File: config.mk
export PLATFORM = sky130hd
export DESIGN_NAME = chs_mix
export DESIGN_NICKNAME = d
export VERILOG_FILES = /design/src/sv/chs_pkg.sv /design/src/sv/chs_mix.sv
export SDC_FILE = /design/constraint.sdc
export NUM_CORES = 2
export LEC_CHECK = 0
export BUFFER_PORTS_ARGS = -buffer_cell sky130_fd_sc_hd__buf_2
export CORE_UTILIZATION = 35
export DETAILED_ROUTE_END_ITERATION = 8
export PLACE_DENSITY = 0.54
export SYNTH_ARGS = -nofsm -noshare
export SYNTH_HDL_FRONTEND = slang
export SYNTH_SLANG_ARGS = --single-unit
File: constraint.sdc
create_clock -name clk -period 22.4 [get_ports clk]
set_input_delay 1.12 -clock clk [delete_from_list [all_inputs] [get_ports clk]]
set_output_delay 1.12 -clock clk [all_outputs]
set_load 0.01 [all_outputs]
File: src/sv/chs_pkg.sv
// chs_pkg: shared types and constants for the chained hash set core
// no dependencies
`timescale 1ns / 1ps

package chs_pkg;

  localparam logic [63:0] MIX_C1 = 64'hff51afd7ed558ccd;
  localparam logic [63:0] MIX_C2 = 64'hc4ceb9fe1a85ec53;
  localparam int MIX_SHIFT = 33;
  localparam int TOTAL_W = 11;

  localparam logic [1:0] ACT_INSERT = 2'd0;
  localparam logic [1:0] ACT_FIND = 2'd1;
  localparam logic [1:0] ACT_REMOVE = 2'd2;
  localparam logic [1:0] ACT_NOP = 2'd3;

  typedef enum logic [1:0] {
    MOP_XSH,
    MOP_MUL1,
    MOP_MUL2
  } mix_op_t;

  typedef struct packed {
    logic start;
    logic busy;
    logic done;
  } mix_ctl_t;

  typedef enum logic [3:0] {
    ST_IDLE,
    ST_HASH,
    ST_HEAD,
    ST_HEAD_WAIT,
    ST_READ,
    ST_READ_WAIT,
    ST_CMP,
    ST_ALLOC,
    ST_ALLOC_WAIT,
    ST_UPDATE,
    ST_OUT
  } state_t;

endpackage

File: src/sv/chs_mix.sv
// chs_mix: murmur3 64-bit finalizer on one shared unit
// 32x32 partial product multiplier reused for each partial product; uses chs_pkg
`timescale 1ns / 1ps

module chs_mix (
  input  logic        clk,
  input  logic        rst,
  input  logic        start,
  input  logic [63:0] din,
  output chs_pkg::mix_ctl_t ctl,
  output logic [63:0] dout
);

  // sequence: xsh mul1 xsh mul2 xsh; each multiply is three partial products
  logic [63:0] acc;
  logic [2:0] step;
  logic [1:0] part;
  logic busy;
  logic done;
  logic [63:0] prod_sum;
  chs_pkg::mix_op_t op;
  logic [63:0] cst;
  logic [31:0] pa;
  logic [31:0] pb;
  logic [63:0] pp;
  logic [63:0] mul_base;

  always_comb begin
    case (step)
      3'd1: op = chs_pkg::MOP_MUL1;
      3'd3: op = chs_pkg::MOP_MUL2;
      default: op = chs_pkg::MOP_XSH;
    endcase
    cst = (op == chs_pkg::MOP_MUL2) ? chs_pkg::MIX_C2 : chs_pkg::MIX_C1;
    case (part)
      2'd0: begin pa = acc[31:0]; pb = cst[31:0]; end
      2'd1: begin pa = acc[63:32]; pb = cst[31:0]; end
      default: begin pa = acc[31:0]; pb = cst[63:32]; end
    endcase
    pp = {32'd0, pa} * {32'd0, pb};
    mul_base = (part == 2'd0) ? 64'd0 : prod_sum;
  end

  always_ff @(posedge clk) begin
    if (rst) begin
      busy <= 1'b0;
      done <= 1'b0;
      step <= '0;
      part <= '0;
    end else begin
      done <= 1'b0;
      if (start && !busy) begin
        busy <= 1'b1;
        step <= '0;
        part <= '0;
        acc <= din;
      end else if (busy) begin
        if (op == chs_pkg::MOP_XSH) begin
          acc <= acc ^ (acc >> chs_pkg::MIX_SHIFT);
          if (step == 3'd4) begin
            busy <= 1'b0;
            done <= 1'b1;
          end
          step <= step + 3'd1;
        end else begin
          case (part)
            2'd0: prod_sum <= pp;
            default: prod_sum <= mul_base + {pp[31:0], 32'd0};
          endcase
          if (part == 2'd2) begin
            part <= '0;
            acc <= mul_base + {pp[31:0], 32'd0};
            step <= step + 3'd1;
          end else begin
            part <= part + 2'd1;
          end
        end
      end
    end
  end

  assign ctl.start = start;
  assign ctl.busy = busy;
  assign ctl.done = done;
  assign dout = acc;

endmodule

==> Implementation_results.wiki <==
{| class="wikitable"
! Metric !! Value
|-
| Wire length after detailed routing || 141.1 mm
|-
| Remaining global-route overflow || 0
|-
| Number of fill cells in the layout || 10887
|-
| CTS tree || yes
|-
| Worst Hold Depth || 2
|-
| Height of the die || around 330 um
|-
| Critical Setup Path Class || flop to flop
|-
| Via count || 27908
|-
| Synthesized net count || 5139
|-
| Max-slew violation total from the final report || 0
|-
| Mean instance size in the synthesized netlist || slightly below 10 sq um
|-
| Commonest non-fill, non-tap cell in the layout || sky130_fd_sc_hd__inv_1
|-
| RSZ-0062 raised after global routing || false
|-
| GRT Util Overall || between 20% and 30%
|-
| Portion of the post-synthesis area used by sequential elements || 10.54%
|-
| Flip-flop and latch count after synthesis || 135
|-
| Number of cells produced by synthesis || 3878
|-
| Die outline width || 330.6 um
|-
| Data required time of the worst path || ~23 ns
|-
| Buffers inserted by post-CTS timing repair || 0
|-
| Area of the die || roughly 0.11 sq mm
|-
| Post-synthesis async set-or-reset flop share || 0%
|-
| Placeable Area || about 0.11 sq mm
|-
| Time the worst path needs with I/O delays and setup || around 12 ns
|-
| First-pass iteration count of the detailed router || 7
|-
| Worst rel slew slack || 20.97%
|-
| Initial antenna violation count || 5
|-
| Aggregate negative setup slack || 0 ns
|-
| Register-to-Register Path Depth || 39
|-
| Number of setup violations in the final report || 0
|-
| Startpoint type of the worst setup path || flop
|-
| Yosys cell types || 86
|-
| Crit path depth || 39
|-
| Worst Clk Skew || 0.01833 ns
|-
| Cell type group with the largest total delay on the critical path || adder cells
|-
| Detailed-placement wirelength estimate || 126.0 mm
|-
| Outcome || completed
|-
| Number of vias per cell || 5.204
|-
| Clock slew at the register clock pins of the worst setup and hold paths || 0.07 ns
|-
| Count of final hold-check violations || 0
|-
| Primary flip-flop cell chosen by synthesis mapping || sky130_fd_sc_hd__edfxtp_1
|-
| Signed area change from the synthesized netlist to the final layout || 7.666%
|-
| Average wire per cell in the routed design || 26.30 um
|-
| Number of enable-type register cells in the synthesized netlist || 128
|-
| Num CTS Buffers || 17
|-
| Number of DRC markers in iteration 0 || between 2000 and 3000
|-
| Via count of the first global-routing pass || 29459
|-
| Total cell area at the placement stage || 0.04006 sq mm
|-
| Endpoint class of the critical path || flop
|-
| Final worst-path cycle share || ~55%
|-
| Antenna diode count || 0
|-
| Number of buffer cells added on primary ports || 133
|-
| Transition time at the pin with the least slew margin || about 1.2 ns
|-
| WP buf/inv || 10
|-
| Commonest cells after routing, fill and taps aside || sky130_fd_sc_hd__inv_1 (1045), sky130_fd_sc_hd__fa_1 (862), sky130_fd_sc_hd__ha_1 (332)
|-
| Starting utilization of the core area || 35.29%
|-
| Maximum single-stage delay on the critical path || 0.76 ns
|-
| First-pass GRT wire length || roughly 210 mm
|-
| Worst-path maximum fanout || 45
|-
| Number of resized instances in the post-cts repair step || 0
|-
| Most common cell on crit path || sky130_fd_sc_hd__fa_1
|-
| Clock latency reported for the late side of the worst-skew pair || ~0.45 ns
|-
| Hold-fix buffers at CTS || 0
|-
| Maximum clock insertion buffer count || 2
|-
| DRC Markers || 0
|-
| Area occupied by registers || 0.003985 sq mm
|-
| Top-level I/O count || between 100 and 150
|-
| Max-cap viol count || 0
|-
| Area used by multi-input combinational logic || 0.02943 sq mm
|-
| Post-detailed-route count of antenna-violating nets || 0
|-
| Cell with the largest stage delay on the worst path || sky130_fd_sc_hd__inv_2
|-
| Share of the core filled with cells || 38.00%
|-
| CTS H-tree depth || 4
|-
| Post-layout net count || about 5200
|-
| Share of layout cells above drive strength 1 || 7.045%
|-
| Root Driver || sky130_fd_sc_hd__clkbuf_16
|-
| Final RePlAce weighted congestion || 1.012
|-
| Final instance area || around 0.041 sq mm
|-
| Area of the mapped netlist || approximately 0.038 sq mm
|-
| Number of clock sinks || 135
|-
| Arrival time worst endpoint || ~12 ns
|-
| Class of the tightest hold or removal check || flop to flop
|-
| Largest net degree at the start of global routing || 67
|-
| Highest attainable clock frequency || 81.34 MHz
|-
| Yosys Warn Count || 0
|-
| Row cnt || 120
|}
cells in the mapped netlist (14+ instances only):
cell type,n,area share [%]
sky130_fd_sc_hd__mux2i_1,20,0.53
sky130_fd_sc_hd__a21o_1,35,0.70
sky130_fd_sc_hd__nor2_1,234,2.3
sky130_fd_sc_hd__a22o_1,24,0.56
sky130_fd_sc_hd__ha_1,332,11
sky130_fd_sc_hd__a31oi_1,49,0.81
sky130_fd_sc_hd__nand2_1,270,2.7
sky130_fd_sc_hd__nor3_1,25,0.33
sky130_fd_sc_hd__clkbuf_1,89,0.88
sky130_fd_sc_hd__nand2b_1,38,0.63
sky130_fd_sc_hd__inv_1,1046,10
sky130_fd_sc_hd__o21bai_1,20,0.40
sky130_fd_sc_hd__mux2_2,22,0.66
sky130_fd_sc_hd__or2_2,15,0.25
sky130_fd_sc_hd__xor2_1,61,1.4
sky130_fd_sc_hd__nand4_1,31,0.51
sky130_fd_sc_hd__nand3_1,60,0.79
sky130_fd_sc_hd__buf_1,14,0.14
sky130_fd_sc_hd__o21ai_0,90,1.2
sky130_fd_sc_hd__a21oi_1,111,1.5
sky130_fd_sc_hd__fa_1,862,46
sky130_fd_sc_hd__edfxtp_1,128,10
sky130_fd_sc_hd__xnor2_1,55,1.3
sky130_fd_sc_hd__and2_1,57,0.94
layout make-up:
type                            count  share of cell area [%]
Inverter                         1047                   9.661
Clock buffer                       20                   1.230
Multi-Input combinational cell   2573                   72.34
Clock inverter                     12                  0.2830
Sequential cell                   135                   9.796
Timing Repair Buffer              173                   2.375
Tap cell                         1403                   4.315
final timing paths:
check	endpoint	start	slack, ns
worst max-delay path	prod_sum[63]	step[0]	10.11
worst min-delay path	step[2]	step[2]	0.53
worst max register to register	prod_sum[63]	step[0]	10.11
worst min register to register	step[2]	step[2]	0.53
through the flow:
stage	hold WS (ns)	instances	setup WS, ns
floorplan	0.4914	3878	12.25
global placement	0.5104	5331	10.31
detailed placement	0.5224	5331	10.32
CTS	0.5324	5363	10.21
global route	0.5636	5363	9.554
finish	0.5343	5363	10.11
routing by layer:
| metal | track usage [%] | wire length, um |
|---|---|---|
| met1 | 37.99 | 61950 |
| met2 | 41.05 | 63270 |
| met3 | 3.336 | 9061 |
| met4 | 10.42 | 6758 |
| met5 | 0 | 26 |
tightest hold or removal path, delay by kind of cell, from the launching register on:
kind,cells,cell delay (ns)
DFF,1,0.31
AOI/OAI and AO/OA,1,0.13
and+or+nand+nor,1,0.05
kinds of logic after synthesis:
logic type | after synthesis | share of synthesized area, %
DFF | 135 | 10.54
buffers and inverters | 1170 | 11.75
and+or+nand+nor | 774 | 9.279
AOI/OAI and AO/OA | 446 | 7.875
adders and majority gates | 1194 | 56.67
muxes | 42 | 1.186
other | 1 | 0.009925
xor gates and xnor gates | 116 | 2.689
Power is not shown: default switching activity piles up to over one toggle a cycle in this logic, so the estimate is an artifact.
